==> src/design/atm_pkg.sv <==
// Shared types and constants for the adaptive throughput meter.
package atm_pkg;

    localparam int DATA_W  = 32;
    localparam int DIV_NW  = 49;
    localparam int DIV_DW  = 16;
    localparam int DIV_CW  = $clog2(DIV_NW + 1);
    localparam int HC_W    = 5;
    localparam int CFG_IW  = 4;
    localparam int CFG_DW  = 16;

    localparam logic [9:0]        MS_PER_S     = 10'd1000;
    localparam logic [3:0]        DEPTH_RESET  = 4'd5;
    localparam logic [15:0]       WINDOW_RESET = 16'd1000;
    localparam logic [CFG_IW-1:0] CFG_DEPTH    = 4'd0;
    localparam logic [CFG_IW-1:0] CFG_WINDOW   = 4'd1;

    typedef enum logic [1:0] {
        K_BYTES   = 2'd0,
        K_TIME    = 2'd1,
        K_RESTART = 2'd2
    } t_kind;

    typedef enum logic [3:0] {
        S_IDLE,
        S_SPEED,
        S_CHECK,
        S_CMP_RD,
        S_CMP_CHK,
        S_CMP_END,
        S_RATE_MUL,
        S_RATE_GO,
        S_RATE_WAIT,
        S_STORE,
        S_MEAN_MUL,
        S_MEAN_GO,
        S_MEAN_WAIT,
        S_OUT
    } t_state;

    typedef struct packed {
        logic              start;
        logic [DIV_NW-1:0] dividend;
        logic [DIV_DW-1:0] divisor;
    } t_div_req;

    typedef struct packed {
        logic              done;
        logic [DIV_NW-1:0] quotient;
    } t_div_rsp;

endpackage

==> src/design/adaptive_throughput_meter.sv <==
// Adaptive throughput meter: sequencer, accumulators and output register.
// One item at a time; the next is taken once the current result is in the output register.
// A mean result skips the divider; an instantaneous rate uses it once, and a window close
// uses it twice, after comparing the history with the mean when more than depth samples are held.
// The 49-step divider is shared by both divisions.
// Reset (i_rst_n low, synchronous) clears accumulators, mean and counts and loads depth 5,
// window 1000 ms; the history memory is not cleared and needs no clearing pass.
module adaptive_throughput_meter #(
    parameter int HISTORY_SLOTS = 10
) (
    input  logic        i_clk,
    input  logic        i_rst_n,
    input  logic        i_in_valid,
    output logic        o_in_stall,
    input  logic [1:0]  i_kind,
    input  logic [15:0] i_byte_count,
    input  logic [9:0]  i_tick_ms,
    output logic        o_out_valid,
    input  logic        i_out_stall,
    output logic [31:0] o_speed,
    output logic        o_window_closed,
    output logic        o_averaged,
    input  logic        i_cfg_valid,
    output logic        o_cfg_ready,
    input  logic [atm_pkg::CFG_IW-1:0] i_cfg_index,
    input  logic [atm_pkg::CFG_DW-1:0] i_cfg_data
);
    import atm_pkg::*;

    localparam int            HIST_AW = (HISTORY_SLOTS > 1) ? $clog2(HISTORY_SLOTS) : 1;
    localparam logic [HC_W-1:0] SLOTS_V = HC_W'(HISTORY_SLOTS);

    t_state r_state;
    t_state n_state;

    logic [3:0]        r_depth;
    logic [15:0]       r_window;
    logic [HC_W-1:0]   r_hc;
    logic [DATA_W-1:0] r_mean;
    logic [15:0]       r_mcount;
    logic [DATA_W-1:0] r_bytes;
    logic [15:0]       r_elapsed;

    logic              r_closed;
    logic              r_avg;
    logic [DATA_W-1:0] r_speed;
    logic [DATA_W-1:0] r_sample;
    logic [DIV_NW-1:0] r_prod;
    logic [HC_W-1:0]   r_idx;
    logic              r_above;
    logic              r_below;

    logic              r_out_valid;
    logic [DATA_W-1:0] r_out_speed;
    logic              r_out_closed;
    logic              r_out_avg;

    t_div_req          w_div_req;
    t_div_rsp          w_div_rsp;
    logic              w_hist_we;
    logic [HIST_AW-1:0] w_hist_waddr;
    logic [HIST_AW-1:0] w_hist_raddr;
    logic [DATA_W-1:0] w_hist_rdata;

    logic              w_in_acc;
    logic              w_cfg_acc;
    logic              w_out_free;
    logic [16:0]       w_el_sum;
    logic [15:0]       w_el_new;
    logic [32:0]       w_by_sum;
    logic              w_closing;
    logic [HC_W-1:0]   w_lim;
    logic [HC_W-1:0]   w_idx_nxt;
    logic [41:0]       w_rate_prod;
    logic [47:0]       w_mean_prod;
    logic [15:0]       w_mc_m1;
    logic [DATA_W-1:0] w_q_sat;

    atm_div u_div (
        .i_clk   (i_clk),
        .i_rst_n (i_rst_n),
        .i_req   (w_div_req),
        .o_rsp   (w_div_rsp)
    );

    atm_hist #(
        .SLOTS (HISTORY_SLOTS),
        .AW    (HIST_AW)
    ) u_hist (
        .i_clk     (i_clk),
        .i_wr_en   (w_hist_we),
        .i_wr_addr (w_hist_waddr),
        .i_wr_data (r_sample),
        .i_rd_addr (w_hist_raddr),
        .o_rd_data (w_hist_rdata)
    );

    // a pending register write goes first
    assign o_in_stall  = (r_state != S_IDLE) || i_cfg_valid;
    assign o_cfg_ready = (r_state == S_IDLE);
    assign w_in_acc    = i_in_valid && !o_in_stall;
    assign w_cfg_acc   = i_cfg_valid && o_cfg_ready;
    assign w_out_free  = !r_out_valid || !i_out_stall;

    always_comb begin
        w_el_sum    = {1'b0, r_elapsed} + 17'(i_tick_ms);
        w_el_new    = w_el_sum[16] ? 16'hFFFF : w_el_sum[15:0];
        w_by_sum    = {1'b0, r_bytes} + 33'(i_byte_count);
        w_closing   = (i_kind == K_TIME) && (w_el_new > r_window);
        w_lim       = ({1'b0, r_depth} < SLOTS_V) ? {1'b0, r_depth} : SLOTS_V;
        w_idx_nxt   = r_idx + HC_W'(1);
        w_rate_prod = 42'(r_bytes) * 42'(MS_PER_S);
        w_mc_m1     = r_mcount - 16'd1;
        w_mean_prod = 48'(r_mean) * 48'(w_mc_m1);
        w_q_sat     = (|w_div_rsp.quotient[DIV_NW-1:DATA_W]) ? '1
                    : w_div_rsp.quotient[DATA_W-1:0];
    end

    // next state
    always_comb begin
        n_state = r_state;
        case (r_state)
            S_IDLE: begin
                if (w_in_acc) begin
                    n_state = w_closing ? S_CHECK : S_SPEED;
                end
            end
            S_SPEED: begin
                if (r_hc != '0 || r_elapsed == '0) begin
                    n_state = S_OUT;
                end else begin
                    n_state = S_RATE_MUL;
                end
            end
            S_CHECK: begin
                if (r_hc > {1'b0, r_depth}) begin
                    n_state = (w_lim == '0) ? S_CMP_END : S_CMP_RD;
                end else begin
                    n_state = S_RATE_MUL;
                end
            end
            S_CMP_RD:    n_state = S_CMP_CHK;
            S_CMP_CHK:   n_state = (w_idx_nxt < w_lim) ? S_CMP_RD : S_CMP_END;
            S_CMP_END:   n_state = S_RATE_MUL;
            S_RATE_MUL:  n_state = S_RATE_GO;
            S_RATE_GO:   n_state = S_RATE_WAIT;
            S_RATE_WAIT: begin
                if (w_div_rsp.done) begin
                    n_state = r_closed ? S_STORE : S_OUT;
                end
            end
            S_STORE:     n_state = S_MEAN_MUL;
            S_MEAN_MUL:  n_state = S_MEAN_GO;
            S_MEAN_GO:   n_state = S_MEAN_WAIT;
            S_MEAN_WAIT: begin
                if (w_div_rsp.done) begin
                    n_state = S_OUT;
                end
            end
            S_OUT: begin
                if (w_out_free) begin
                    n_state = S_IDLE;
                end
            end
            default:     n_state = S_IDLE;
        endcase
    end

    // sequencer outputs
    always_comb begin
        w_div_req.start    = (r_state == S_RATE_GO) || (r_state == S_MEAN_GO);
        w_div_req.dividend = (r_state == S_MEAN_GO) ? r_prod + DIV_NW'(r_sample) : r_prod;
        w_div_req.divisor  = (r_state == S_MEAN_GO) ? r_mcount : r_elapsed;
        w_hist_we          = (r_state == S_STORE) && (r_hc < SLOTS_V);
        w_hist_waddr       = r_hc[HIST_AW-1:0];
        w_hist_raddr       = r_idx[HIST_AW-1:0];
    end

    always_ff @(posedge i_clk) begin
        if (!i_rst_n) begin
            r_state <= S_IDLE;
        end else begin
            r_state <= n_state;
        end
    end

    // measurement state
    always_ff @(posedge i_clk) begin
        if (!i_rst_n) begin
            r_depth   <= DEPTH_RESET;
            r_window  <= WINDOW_RESET;
            r_hc      <= '0;
            r_mean    <= '0;
            r_mcount  <= '0;
            r_bytes   <= '0;
            r_elapsed <= '0;
        end else begin
            if (w_cfg_acc) begin
                case (i_cfg_index)
                    CFG_DEPTH: begin
                        if ({1'b0, i_cfg_data[3:0]} < SLOTS_V) begin
                            r_depth <= i_cfg_data[3:0];
                            r_hc    <= '0;
                            r_mean  <= '0;
                        end
                    end
                    CFG_WINDOW: r_window <= i_cfg_data;
                    default: ;
                endcase
            end
            case (r_state)
                S_IDLE: begin
                    if (w_in_acc) begin
                        case (t_kind'(i_kind))
                            K_BYTES: r_bytes <= w_by_sum[32] ? '1 : w_by_sum[31:0];
                            K_TIME:  r_elapsed <= w_el_new;
                            K_RESTART: begin
                                r_bytes   <= '0;
                                r_elapsed <= '0;
                                r_hc      <= '0;
                                r_mean    <= '0;
                                r_mcount  <= '0;
                            end
                            default: ;
                        endcase
                    end
                end
                S_CMP_END: begin
                    if (r_above || r_below) begin
                        r_mcount <= '0;
                    end
                    r_hc <= '0;
                end
                S_STORE: begin
                    r_hc <= r_hc + HC_W'(1);
                    if (r_mcount == '0) begin
                        r_mean <= r_sample;
                    end
                    if (r_mcount != 16'hFFFF) begin
                        r_mcount <= r_mcount + 16'd1;
                    end
                end
                S_MEAN_WAIT: begin
                    if (w_div_rsp.done) begin
                        r_mean    <= w_div_rsp.quotient[DATA_W-1:0];
                        r_bytes   <= '0;
                        r_elapsed <= '0;
                    end
                end
                default: ;
            endcase
        end
    end

    // working registers
    always_ff @(posedge i_clk) begin
        case (r_state)
            S_IDLE: begin
                if (w_in_acc) begin
                    r_closed <= w_closing;
                end
            end
            S_SPEED: begin
                r_avg   <= (r_hc != '0);
                r_speed <= (r_hc != '0) ? r_mean : '0;
            end
            S_CHECK: begin
                r_idx   <= '0;
                r_above <= 1'b1;
                r_below <= 1'b1;
            end
            S_CMP_CHK: begin
                if (w_hist_rdata < r_mean) begin
                    r_above <= 1'b0;
                end
                if (w_hist_rdata > r_mean) begin
                    r_below <= 1'b0;
                end
                r_idx <= w_idx_nxt;
            end
            S_RATE_MUL: r_prod <= DIV_NW'(w_rate_prod);
            S_RATE_WAIT: begin
                if (w_div_rsp.done) begin
                    r_sample <= w_q_sat;
                    r_speed  <= w_q_sat;
                    r_avg    <= 1'b0;
                end
            end
            S_MEAN_MUL: r_prod <= DIV_NW'(w_mean_prod);
            S_MEAN_WAIT: begin
                if (w_div_rsp.done) begin
                    r_speed <= w_div_rsp.quotient[DATA_W-1:0];
                    r_avg   <= 1'b1;
                end
            end
            default: ;
        endcase
    end

    // output register
    always_ff @(posedge i_clk) begin
        if (!i_rst_n) begin
            r_out_valid <= 1'b0;
        end else if (r_state == S_OUT && w_out_free) begin
            r_out_valid <= 1'b1;
        end else if (!i_out_stall) begin
            r_out_valid <= 1'b0;
        end
    end

    always_ff @(posedge i_clk) begin
        if (r_state == S_OUT && w_out_free) begin
            r_out_speed  <= r_speed;
            r_out_closed <= r_closed;
            r_out_avg    <= r_avg;
        end
    end

    assign o_out_valid     = r_out_valid;
    assign o_speed         = r_out_speed;
    assign o_window_closed = r_out_closed;
    assign o_averaged      = r_out_avg;

`ifndef NO_ASSERTIONS
    a_closed_is_averaged: assert property (@(posedge i_clk) disable iff (!i_rst_n)
        o_out_valid |-> (!o_window_closed || o_averaged))
        else $error("closed window reported without mean");

    a_accept_leaves_idle: assert property (@(posedge i_clk) disable iff (!i_rst_n)
        w_in_acc |=> (r_state != S_IDLE))
        else $error("accepted item did not start the sequencer");

    a_mean_divisor_nonzero: assert property (@(posedge i_clk) disable iff (!i_rst_n)
        (r_state == S_MEAN_GO) |-> (r_mcount != '0))
        else $error("mean update with zero count");

    a_rate_divisor_nonzero: assert property (@(posedge i_clk) disable iff (!i_rst_n)
        (r_state == S_RATE_GO) |-> (r_elapsed != '0))
        else $error("rate division with zero elapsed time");
`endif

endmodule

==> src/design/atm_div.sv <==
// Iterative restoring divider, one quotient bit per cycle.
module atm_div (
    input  logic              i_clk,
    input  logic              i_rst_n,
    input  atm_pkg::t_div_req i_req,
    output atm_pkg::t_div_rsp o_rsp
);
    import atm_pkg::*;

    logic              r_busy;
    logic              r_done;
    logic [DIV_CW-1:0] r_cnt;
    logic [DIV_DW-1:0] r_rem;
    logic [DIV_NW-1:0] r_quo;
    logic [DIV_DW-1:0] r_dvs;

    logic [DIV_DW:0]   w_rem_sh;
    logic [DIV_DW:0]   w_diff;
    logic              w_ge;
    logic [DIV_DW-1:0] n_rem;
    logic [DIV_NW-1:0] n_quo;

    always_comb begin
        w_rem_sh = {r_rem, r_quo[DIV_NW-1]};
        w_ge     = w_rem_sh >= {1'b0, r_dvs};
        w_diff   = w_rem_sh - {1'b0, r_dvs};
        n_rem    = w_ge ? w_diff[DIV_DW-1:0] : w_rem_sh[DIV_DW-1:0];
        n_quo    = {r_quo[DIV_NW-2:0], w_ge};
    end

    always_ff @(posedge i_clk) begin
        if (!i_rst_n) begin
            r_busy <= 1'b0;
            r_done <= 1'b0;
            r_cnt  <= '0;
        end else begin
            r_done <= 1'b0;
            if (i_req.start) begin
                r_busy <= 1'b1;
                r_cnt  <= DIV_CW'(DIV_NW);
            end else if (r_busy) begin
                r_cnt <= r_cnt - DIV_CW'(1);
                if (r_cnt == DIV_CW'(1)) begin
                    r_busy <= 1'b0;
                    r_done <= 1'b1;
                end
            end
        end
    end

    always_ff @(posedge i_clk) begin
        if (i_req.start) begin
            r_rem <= '0;
            r_quo <= i_req.dividend;
            r_dvs <= i_req.divisor;
        end else if (r_busy) begin
            r_rem <= n_rem;
            r_quo <= n_quo;
        end
    end

    assign o_rsp.done     = r_done;
    assign o_rsp.quotient = r_quo;

endmodule

==> src/design/atm_hist.sv <==
// Window sample history memory with registered read.
module atm_hist #(
    parameter int SLOTS = 10,
    parameter int AW    = 4
) (
    input  logic                       i_clk,
    input  logic                       i_wr_en,
    input  logic [AW-1:0]              i_wr_addr,
    input  logic [atm_pkg::DATA_W-1:0] i_wr_data,
    input  logic [AW-1:0]              i_rd_addr,
    output logic [atm_pkg::DATA_W-1:0] o_rd_data
);
    import atm_pkg::*;

    logic [DATA_W-1:0] r_mem [SLOTS];
    logic [DATA_W-1:0] r_rd_data;

    always_ff @(posedge i_clk) begin
        if (i_wr_en) begin
            r_mem[i_wr_addr] <= i_wr_data;
        end
        r_rd_data <= r_mem[i_rd_addr];
    end

    assign o_rd_data = r_rd_data;

endmodule

==> config.mk <==
export PLATFORM = sky130hd
export DESIGN_NAME = adaptive_throughput_meter
export DESIGN_NICKNAME = d
export VERILOG_FILES = /design/src/design/atm_pkg.sv /design/src/design/adaptive_throughput_meter.sv /design/src/design/atm_div.sv /design/src/design/atm_hist.sv
export SDC_FILE = /design/constraint.sdc
export NUM_CORES = 2
export LEC_CHECK = 0
export BUFFER_PORTS_ARGS = -buffer_cell sky130_fd_sc_hd__buf_2
export CAP_MARGIN = 20
export CORE_ASPECT_RATIO = 2
export CORE_MARGIN = 2
export CORE_UTILIZATION = 60
export CTS_CLUSTER_SIZE = 24
export DETAILED_ROUTE_END_ITERATION = 12
export GPL_TIMING_DRIVEN = 0
export PLACE_DENSITY = 0.81
export SLEW_MARGIN = 20
export SYNTH_ARGS = -nofsm -noshare
export SYNTH_HDL_FRONTEND = slang
export SYNTH_SLANG_ARGS = --single-unit
==> constraint.sdc <==
create_clock -name i_clk -period 10.8 [get_ports i_clk]
set_input_delay 0.54 -clock i_clk [delete_from_list [all_inputs] [get_ports i_clk]]
set_output_delay 0.54 -clock i_clk [all_outputs]
set_load 0.005 [all_outputs]
* Yosys cells after proc, flatten, opt, wreduce, memory -nomap -nowiden *
Memories as Yosys holds them, arrays and structs flattened. A register that Yosys moved wholly into a read port is not among the register bits.
Index checks and enable logic that the tools add are counted.

cells by class
  add/sub/neg operators = 9
  multipliers = 2
  $lt $le $gt $ge = 9
  equality and inequality tests = 30
  mux-type cells = 70
  bitwise operators = 2
  reduce and logical (&&, ||, !) cells = 41

operators with widths
  operator                                                                number
  32-bit two-way mux                                                      14
  32-bit case mux with 3 select lines                                     2
  49-bit two-way mux                                                      3
  16-bit two-way mux                                                      9
  32-bit case mux with 2 select lines                                     2
  49-bit case mux with 2 select lines                                     1
  16-bit case mux with 2 select lines                                     2
  4-bit case mux with 14 select lines                                     1
  49-bit by 32-bit adder with 49-bit output                               1
  32-bit by 16-bit multiplier with 48-bit output                          1
  16-bit case mux with 3 select lines                                     1
  32-bit by 7-bit multiplier with 39-bit output (second input constant)   1
  32-bit by 16-bit adder with 33-bit output                               1
  32-bit > comparator                                                     1
  16-bit zero test                                                        2
  32-bit less-than comparator                                             1
  5-bit two-way mux                                                       5
  4-bit equality test (second input constant)                             6
  4-bit two-way mux                                                       6
  16-bit by 10-bit adder with 17-bit output                               1
  17-bit by 16-bit greater-or-equal comparator with 1-bit output          1
  17-bit OR reduction                                                     1
  16-bit by 1-bit adder with 16-bit output (second input constant)        1
  4-bit by 3-bit equality test with 1-bit output (second input constant)  4
  43 further kinds                                                        95

word-level totals
  bits in registers = 371
  memory bits (writable) = 320
  input port bits = 53
  output and inout bits = 37
  logic and storage cells = 191
  memories = 1

memories
  memory        words  bits a word  read ports  clocked after Yosys merged registers in  write ports  line            RTL
  u_hist.r_mem  10     32           1           1                                        1            atm_hist.sv:15  logic [DATA_W-1:0] r_mem [SLOTS];

* Logic depth before layout (Yosys ltp) *
  depth after elaboration = 7
  gate-level depth with buffers = 31

* Hierarchy *
A second synthesis with hierarchy kept.

second synthesis, totals
  cell total of the unflattened synthesis = 5225
  area total of the unflattened synthesis = 55592.1 µm²

by module, submodules not included
  module                     instances  cells an instance  area each (µm²)  sequential area each (µm²)
  adaptive_throughput_meter  1          4153               37838.8          7176.9
  atm_hist                   1          698                13290.2          10249.8
  atm_div                    1          374                4463.0           2432.3

* Least setup slack after synthesis *
OpenSTA, ideal clock, no wires.

  path kind = reg-to-reg
  start point = register r_mcount[6]
  end point = register r_prod[35], data pin
  data arrival time = 7.460 ns
  setup slack = 3.069 ns
  cell stages (with the launch flop) = 28
  buffers on the path = 2
  clock period less this slack = 7.731 ns
  cells stage by stage = dfxtp_1 -> buf_2 -> or4_4 -> nor4_1 -> or3b_2 -> xor2_1 -> clkbuf_1 -> nor2_1 -> fa_1 -> inv_1 -> fa_1 -> inv_1 -> fa_1 -> fa_1 -> fa_1 -> inv_1 -> fa_1 -> inv_1 -> ha_1 -> and3_1 -> a221oi_1 -> nor2_1 -> or3b_2 -> a21o_1 -> a21oi_1 -> o21ai_0 -> xnor2_1 -> a21oi_1

between the ends
  cells in the longest elaborated chain, start to end = 3

ends and longest elaborated chain
  item                                            line                              RTL
  start, declared                                 adaptive_throughput_meter.sv:40   logic [15:0] r_mcount;
  start signal, assigned                          adaptive_throughput_meter.sv:240  r_mcount <= r_mcount + 16'd1;
  16-bit by 1-bit subtractor with 16-bit output   adaptive_throughput_meter.sv:113  w_mc_m1 = r_mcount - 16'd1;
  32-bit by 16-bit multiplier with 48-bit output  adaptive_throughput_meter.sv:114  w_mean_prod = 48'(r_mean) * 48'(w_mc_m1);
  49-bit case mux with 2 select lines             adaptive_throughput_meter.sv:257  case (r_state)
  end signal, assigned                            adaptive_throughput_meter.sv:281  S_RATE_MUL: r_prod <= DIV_NW'(w_rate_prod);
  end signal, assigned                            adaptive_throughput_meter.sv:289  S_MEAN_MUL: r_prod <= DIV_NW'(w_mean_prod);
  end, declared                                   adaptive_throughput_meter.sv:48   logic [DIV_NW-1:0] r_prod;

Every way passes these cells. The select of a mux whose other input is x is not followed.
A chain may end at the register's enable or synchronous reset.

* Final worst setup path *
  start point = register r_mcount[0]
  end point = register r_prod[44], data pin

Same word-level chain as after synthesis.

==> summary.txt <==
Outcome
  • Outcome: finished with violations
  • Failing checks: setup timing

Drt
  • Iteration-0 DRC Markers: 3,528
  • Routed Antenna Nets: 0
  • DR WL/cell: 27.78 um
  • Vias: 42,006
  • Drt via density: 6.320
  • Post-route DRC: 0
  • WL final: 184.6 mm
  • First-pass DRT Iterations: 6

Synthesis
  • Net Count, Synth: 6,165
  • Mapped Cells: 5,228
  • Post-synth EDFFs: 540
  • Synth Flop Type: edfxtp_1
  • Synth area leaders: edfxtp_1 29%, fa_1 20%, ha_1 7.8%, dfxtp_1 6.6%, nand2_1 4.7%
  • Cell taking the most area after synthesis: edfxtp_1
  • Post-synthesis area per instance: 10.54 um2
  • Yosys reg bits: 722
  • Async set-reset flop share out of synthesis: 0
  • Yosys warns: 0
  • Syn Std Cell Area: 55,120 um2
  • Post-synthesis sequential area ratio: 0.3603
  • Synth unique cells: 92
  • Post-synth top area share: 0.2942

Worst setup path
  • Critical Path RT: 11.18 ns
  • Buffers & Inverters on Critical Path: 9
  • Crit-path leading delay family: adder cells
  • Critical Path Start Type: register
  • Worst Path Arrival: 11.24 ns
  • Crit-path max FO: 12
  • CP endpoint kind: register
  • Slowest Stage Delay on Critical Path: 0.85 ns
  • Critical path type: reg2reg
  • Slowest-stage cell, CP: a221oi_1

STA
  • Final setup fails: 2
  • Fmax: 92.11 MHz
  • Worst Tran Pin Value: 1.294 ns
  • Ratio of final minimum period to clock period: 1.005
  • Headroom to the max-slew limit: 0.1317
  • Final hold viol count: 0
  • Unrepaired setup endpoints after global routing: false
  • Worst Skew: 0.03963 ns
  • Slew Limit Fails: 0
  • Min cycle time layout: 10.86 ns
  • Final worst slack: -0.05618 ns
  • Hold slack: 0.1011 ns

Place
  • Final RePlAce weighted congestion: 1.053
  • Port bufs: 88
  • Placed Cells: 6,525
  • DP Wirelength: 145.9 mm

Die
  • Die X: 218.3 um
  • Core ar.: 91,340 um2
  • Die area: 94,450 um2
  • Std-Cell Rows: 157
  • Starting Density: 0.6034
  • IO Pins: 90
  • Die Y-Extent: 432.6 um

Power
  • Leakage: 24.15 nW
  • Power Density: 198.0 nW/um2
  • Max VDD drop: 0.1550 mV
  • Total power: 11.84 mW

Layout
  • Final-stage net count: 6,337
  • Area grow syn2layout: 8.436%
  • Layout cell share with drive strength beyond 1: 0.06527
  • Final Non-Filler Cells: 6,647

Flow run
  • Max_cap viols: 0

Clock network
  • Bufs on Longest Clock Path: 3
  • H-Tree Depth: 3
  • Worst-path clk slew: 0.06 ns
  • CTS tree: built
  • Hold buffers post-CTS: 0
  • Root Driver: clkbuf_16
  • Clock sinks: 722
  • Total CTS buffers: 66
  • Worst-skew pair later-pin latency: 0.70 ns

GRT
  • First-pass GRT wire length: 273.4 mm
  • Grt total ovfl: 0
  • Largest net degree at the start of global routing: 47
  • Vias in the first global route: 44,196
  • Initial antenna violation count: 7
  • Total track usage: 0.4011

Min path
  • HP Class: in2reg
==> power by group <==
part	switching (mW)	total, mW	internal, mW
Sequential	0.214	3.44	3.22
Clock	1.13	2.50	1.37
Combinational	3.92	5.90	1.98
==> tightest hold or removal path, cell delays in order <==
cell,delay (ns)
buf_2,0.08
nand2_1,0.04
o211ai_1,0.08
==> Yosys cell counts (all sizes together), types with 46 or more instances <==
library cell,number
nand2,686
inv,638
edfxtp,540
fa,540
ha,344
nor2,278
a21oi,256
clkbuf,206
o21ai,185
dfxtp,182
and2,99
a21o,96
xnor2,87
xor2,85
nand2b,82
mux4,64
mux2i,63
nor2b,61
a21boi,59
nand3,56
a211oi,52
and3,51
nor3,49
nand4,46
==> final timing paths <==
kind / from / to / slack [ns] / cells past startpoint
setup reg to reg: r_mcount[0] / r_prod[44] / -0.06 / 28
hold / removal: i_cfg_data[8] / r_window[8] / 0.10 / 3
hold reg to reg: r_speed[7] / o_speed[7] / 0.42 / 0
setup / recovery: r_mcount[0] / r_prod[44] / -0.06 / 28
==> per-layer routing <==
| metal | global-route usage | part of all wire | vias up |
|---|---|---|---|
| li1 | - | - | 18180 |
| met1 | 0.3947 | 0.30 | 20673 |
| met2 | 0.6872 | 0.49 | 2233 |
| met3 | 0.07559 | 0.075 | 908 |
| met4 | 0.4041 | 0.13 | 12 |
| met5 | 0 | 0.00043 | - |
==> layout make-up <==
class | count | area (um2)
diodes | 1 | 2.502
plain buffers | 249 | 1022
clock buffers | 94 | 1851
clock inverters | 28 | 377.9
fillers | 7065 | 31580
inverters | 639 | 2399
multi-input cells | 3617 | 31980
flip-flops and latches | 722 | 19860
well taps | 1192 | 1491
repair buffers | 105 | 788.3
==> through the flow <==
stage          utilization  setup WS, ns  instance area [um2]  TNS [ns]
2_1_floorplan            -         3.069                55120         0
3_3_place_gp        0.6245       0.01709                57050         0
3_5_place_dp        0.6296       0.08810                57510         0
4_1_cts             0.6540       0.03212                59740         0
5_1_grt             0.6543       0.05862                59760         0
6_report            0.6543      -0.05618                59770  -0.05931
==> registers in the layout, summed over array words and instances, names as in the netlist, 32 cells and up <==
register	flops
u_hist.r_mem	320
u_div.r_quo	49
r_prod	48
o_speed	32
r_bytes	32
r_mean	32
r_sample	32
r_speed	32
u_hist.o_rd_data	32
==> logic make-up (layout without fill, tap and decap cells) <==
kind of cell | count (synthesis) | count (layout) | synth area share
xor+xnor | 172 | 172 | 0.02760
compound gates | 934 | 934 | 0.1115
simple gates | 1497 | 1497 | 0.1261
buf+inv | 889 | 1115 | 0.06204
flops | 722 | 722 | 0.3603
mux | 130 | 130 | 0.03821
fa+ha+maj | 884 | 884 | 0.2742
other cells | 0 | 1 | 0
==> repair_timing <==
item                       CTS  global route
setup buffers                0             0
setup endpoints to repair    0            15
gates resized for setup      0             2
==> cells in the final DEF, fill, tap and decap left out, types with 47 or more instances in the layout <==
master,instances
nor3_1,47
and2_1,90
nor2_1,274
dfxtp_1,182
a21o_1,96
buf_2,100
clkbuf_1,224
mux2i_1,63
a211oi_1,52
and3_1,49
nor2b_1,60
fa_1,540
nand2_1,685
a21oi_1,255
nand2b_1,81
xor2_1,79
xnor2_1,83
edfxtp_1,540
nand3_1,56
clkbuf_16,69
mux4_2,64
a21boi_0,52
o21ai_0,177
ha_1,344
inv_1,638
No activity file was read; power rests on OpenSTA's default activity.
